==> src/mirb_pkg.sv <==
// Shared types and codes for the masked insert/remove character buffer.
`default_nettype none
package mirb_pkg;

  // Action codes carried by an input word.
  typedef enum logic [2:0] {
    ActRead   = 3'd0,
    ActWrite  = 3'd1,
    ActInsert = 3'd2,
    ActRemove = 3'd3,
    ActClear  = 3'd4
  } act_e;

  // Operation broadcast to every cell of the row.
  typedef enum logic [1:0] {
    CellHold      = 2'd0,
    CellWrite     = 2'd1,
    CellShiftUp   = 2'd2,
    CellShiftDown = 2'd3
  } cell_op_e;

  typedef struct packed {
    cell_op_e    op;
    logic [7:0]  pos;
    logic [7:0]  wdata;  // already masked
  } cell_ctrl_t;

  localparam int unsigned CharW = 8;
  localparam int unsigned LenW  = 9;
  localparam int unsigned IdxCmpW = 16;  // wide enough for any cell index

endpackage
`default_nettype wire

==> src/mirb_cell.sv <==
// One byte cell of the buffer row: write, shift up, shift down or hold.
`default_nettype none
module mirb_cell
  import mirb_pkg::*;
#(
  parameter int unsigned IDX = 0
) (
  input  wire logic             clk_i,
  input  wire cell_ctrl_t       ctrl_i,
  input  wire logic [CharW-1:0] left_i,
  input  wire logic [CharW-1:0] right_i,
  output logic      [CharW-1:0] data_o,
  output logic      [CharW-1:0] read_o
);

  localparam logic [IdxCmpW-1:0] MyIdx = IdxCmpW'(IDX);

  logic [CharW-1:0]   data_q, data_d;
  logic [IdxCmpW-1:0] pos_ext;
  logic               hit, above;

  assign pos_ext = {{(IdxCmpW-8){1'b0}}, ctrl_i.pos};
  assign hit     = (MyIdx == pos_ext);
  assign above   = (MyIdx > pos_ext);

  always_comb begin
    data_d = data_q;
    unique case (ctrl_i.op)
      CellWrite: begin
        if (hit) data_d = ctrl_i.wdata;
      end
      CellShiftUp: begin
        if (above) data_d = left_i;
        else if (hit) data_d = ctrl_i.wdata;
      end
      CellShiftDown: begin
        if (above || hit) data_d = right_i;
      end
      default: data_d = data_q;
    endcase
  end

  always_ff @(posedge clk_i) begin
    data_q <= data_d;
  end

  assign data_o = data_q;
  assign read_o = hit ? data_q : '0;

endmodule
`default_nettype wire

==> config.mk <==
export PLATFORM = sky130hd
export DESIGN_NAME = mirb_cell
export DESIGN_NICKNAME = d
export VERILOG_FILES = /design/src/mirb_pkg.sv /design/src/mirb_cell.sv
export SDC_FILE = /design/constraint.sdc
export NUM_CORES = 1
export LEC_CHECK = 0
export BUFFER_PORTS_ARGS = -buffer_cell sky130_fd_sc_hd__buf_2
export CORE_MARGIN = 2
export CORE_UTILIZATION = 37
export DETAILED_ROUTE_END_ITERATION = 16
export GPL_TIMING_DRIVEN = 1
export MAX_ROUTING_LAYER = met4
export PLACE_DENSITY = 0.77
export SETUP_SLACK_MARGIN = 0.3
export SLEW_MARGIN = 20
export SYNTH_ARGS = -nofsm -noshare
export SYNTH_HDL_FRONTEND = slang
export SYNTH_SLANG_ARGS = --single-unit
==> constraint.sdc <==
create_clock -name clk_i -period 2 [get_ports clk_i]
set_input_delay 0.4 -clock clk_i [delete_from_list [all_inputs] [get_ports clk_i]]
set_output_delay 0.4 -clock clk_i [all_outputs]
set_load 0.03 [all_outputs]
==> impl_metrics.tcl <==
set metrics [dict create \
    drive_above_1_share_pct 61.9 \
    hold_viol 0 \
    arrival_ns 1.37 \
    syn_nets 100 \
    drtPass1Iterations 4 \
    r2r-start "data_o[4]" \
    ctsHoldBuffers 0 \
    ant_nets 0 \
    cts_buffers 3 \
    crit_start "ctrl_i[13]" \
    seq_area_frac_synth_pct 39.0 \
    final_area_mm2 0.00103 \
    diodes 0 \
    skew_ns 0 \
    final_net_count 152 \
    vias 712 \
    die_y_um 44.8 \
    met1_usage_pct 23.6 \
    slew_headroom_pct 58.9 \
    use_met2_pct 38.0 \
    min-delay-path-class "input pin to flip-flop" \
    required_ns 1.60 \
    fmax_mhz 566 \
    grt_max_degree 17 \
    place_hpwl_mm 1.19 \
    min_period_ns 1.77 \
    place_area_um2 845 \
    worst_slack_ns 0.232 \
    dieArea_mm2 0.00201 \
    cap_violations 0 \
    use_met3_pct 3.60 \
    finalMaxSlewViolations 0 \
    fin_util_pct 66.9 \
    fin_crit_sh_pct 88.4 \
    tightest_slew_ns 0.617 \
    netlist_instances 63 \
    ys_warn_count 0 \
    num_rows 14 \
    final_common_cell "buf_2" \
    power.total_uw 500 \
    core_mm2 0.00154 \
    ys_types 20 \
    cts_tree "done" \
    avgSynthCellArea_um2 9.77 \
    setup_viol 0 \
    grt-busiest-layer "met2" \
    netlist_area_um2 616 \
    grt_pass1_vias 697 \
    dpl.cell_count 118 \
    worstPathMaxFanout 5 \
    critPathLaunchType "input pin" \
    fillerInstances 132 \
    gr-usage-all-layers_pct 20.9 \
    pre_cts_slack_ns 0.200 \
    io_buffers 42 \
    outcome "finished clean" \
    largest_register_ff_count 8 \
    final_cell_mix "32 x buf_2, 16 x nand2_1, 11 x buf_6, 8 x edfxtp_1, 8 x buf_4" \
    drtIter0Drc 20 \
    critPathKind "input pin to output pin" \
    hold_ws_ns 0.435 \
    post-route-drc-count 0 \
    grt_pass1_wl_mm 2.99 \
    fp.dieW_um 44.8 \
    start_util_pct 39.9 \
    clk_path_buf_depth 2 \
    end_kind "output pin" \
    leakage_nw 0.488 \
    antenna_found_initial 0 \
    rsz0062_at_grt "yes" \
    power.density_mw_per_mm2 485 \
    clock_sinks 8 \
    grt_overflow 0 \
    hp-start "right_i[6]" \
    ir_worst_vdd_mv 0.262 \
    wl_per_cell_um 15.4 \
    clk_latency_ns 0.25 \
    synth_seq_cells 8 \
    cts_max_level 1 \
    viasPerCell 5.52 \
    clk_pin_slew_worst_paths_ns 0.06 \
    syn2layout_area_growth_pct 67.5 \
    gp_congestion 0.670 \
    tns_ns 0 \
    routed_wl_mm 1.99 \
    top_level_ports 51 \
    fin_cells 129 \
    cts_root_buf "clkbuf_4" \
]
-- timing repair --
item                                    in CTS  in global routing
cloned                                       0                  1
pin swaps                                    0                  1
gates resized for setup                      9                 16
buffers inserted                             4                  3
endpoints found under the setup margin       8                 15
-- cell type report --
type	instances	area (µm²)	area share (%)
clock buffer	3	22.5	2.18
sequential	8	240	23.3
multi-input combinational	48	355	34.5
tap	16	20.0	1.94
inverter	1	3.75	0.364
timing repair buffer	53	389	37.7
-- where the power goes --
| part | total [mW] | leakage, nW | switching [mW] | internal [mW] |
|---|---|---|---|---|
| logic | 0.149 | 0.397 | 0.0888 | 0.0606 |
| registers | 0.221 | 0.0771 | 0.0118 | 0.209 |
| clock network | 0.130 | 0.0138 | 0.0606 | 0.0691 |
-- cells by family (layout without fill, tap and decap cells) --
logic type               Yosys count  after routing  share of synthesized area (%)
flip-flops                         8              8                           39.0
adder cells (fa/ha/maj)            2              2                           4.06
AND/OR/NAND/NOR                   37             37                           38.4
AO/OA/AOI/OAI                      9              9                           11.4
buffers and inverters              7             57                           7.11
-- critical path, stage by stage --
cell	delay (ns)
buf_6	0.10
nor4_4	0.24
buf_4	0.18
clkbuf_16	0.14
and3_4	0.18
buf_6	0.12
-- routing by layer --
| metal | vias to the layer above | routed length, µm |
|---|---|---|
| met5 | - | 0 |
| met2 | 36 | 1020 |
| met4 | 0 | 10 |
| li1 | 342 | - |
| met3 | 2 | 170 |
| met1 | 332 | 783 |
-- worst paths after layout --
path	endpoint	slack, ns	cells after the start
max	read_o[3]	0.23	6
min reg2reg	data_o[6]	0.69	2
min	data_o[6]	0.44	3
max reg2reg	data_o[4]	1.13	2
-- cells in the mapped netlist --
| master | instances | area share, % |
|---|---|---|
| buf_2 | 1 | 0.81 |
| clkbuf_1 | 1 | 0.61 |
| ha_1 | 2 | 4.1 |
| and2_1 | 1 | 1.0 |
| clkbuf_2 | 1 | 0.81 |
| o211ai_2 | 1 | 2.0 |
| nand2b_1 | 1 | 1.0 |
| nor4_4 | 2 | 6.9 |
| nand4_1 | 7 | 7.1 |
| buf_4 | 1 | 1.2 |
| o211ai_1 | 7 | 8.5 |
| edfxtp_1 | 8 | 39 |
| nand4_2 | 1 | 2.0 |
| and3_2 | 8 | 9.8 |
| nand3_1 | 1 | 0.81 |
| nand2_1 | 16 | 9.8 |
| clkbuf_4 | 1 | 1.2 |
| o21ai_0 | 1 | 0.81 |
| inv_1 | 1 | 0.61 |
| buf_6 | 1 | 1.8 |
Power figures use the tool's default switching activity.
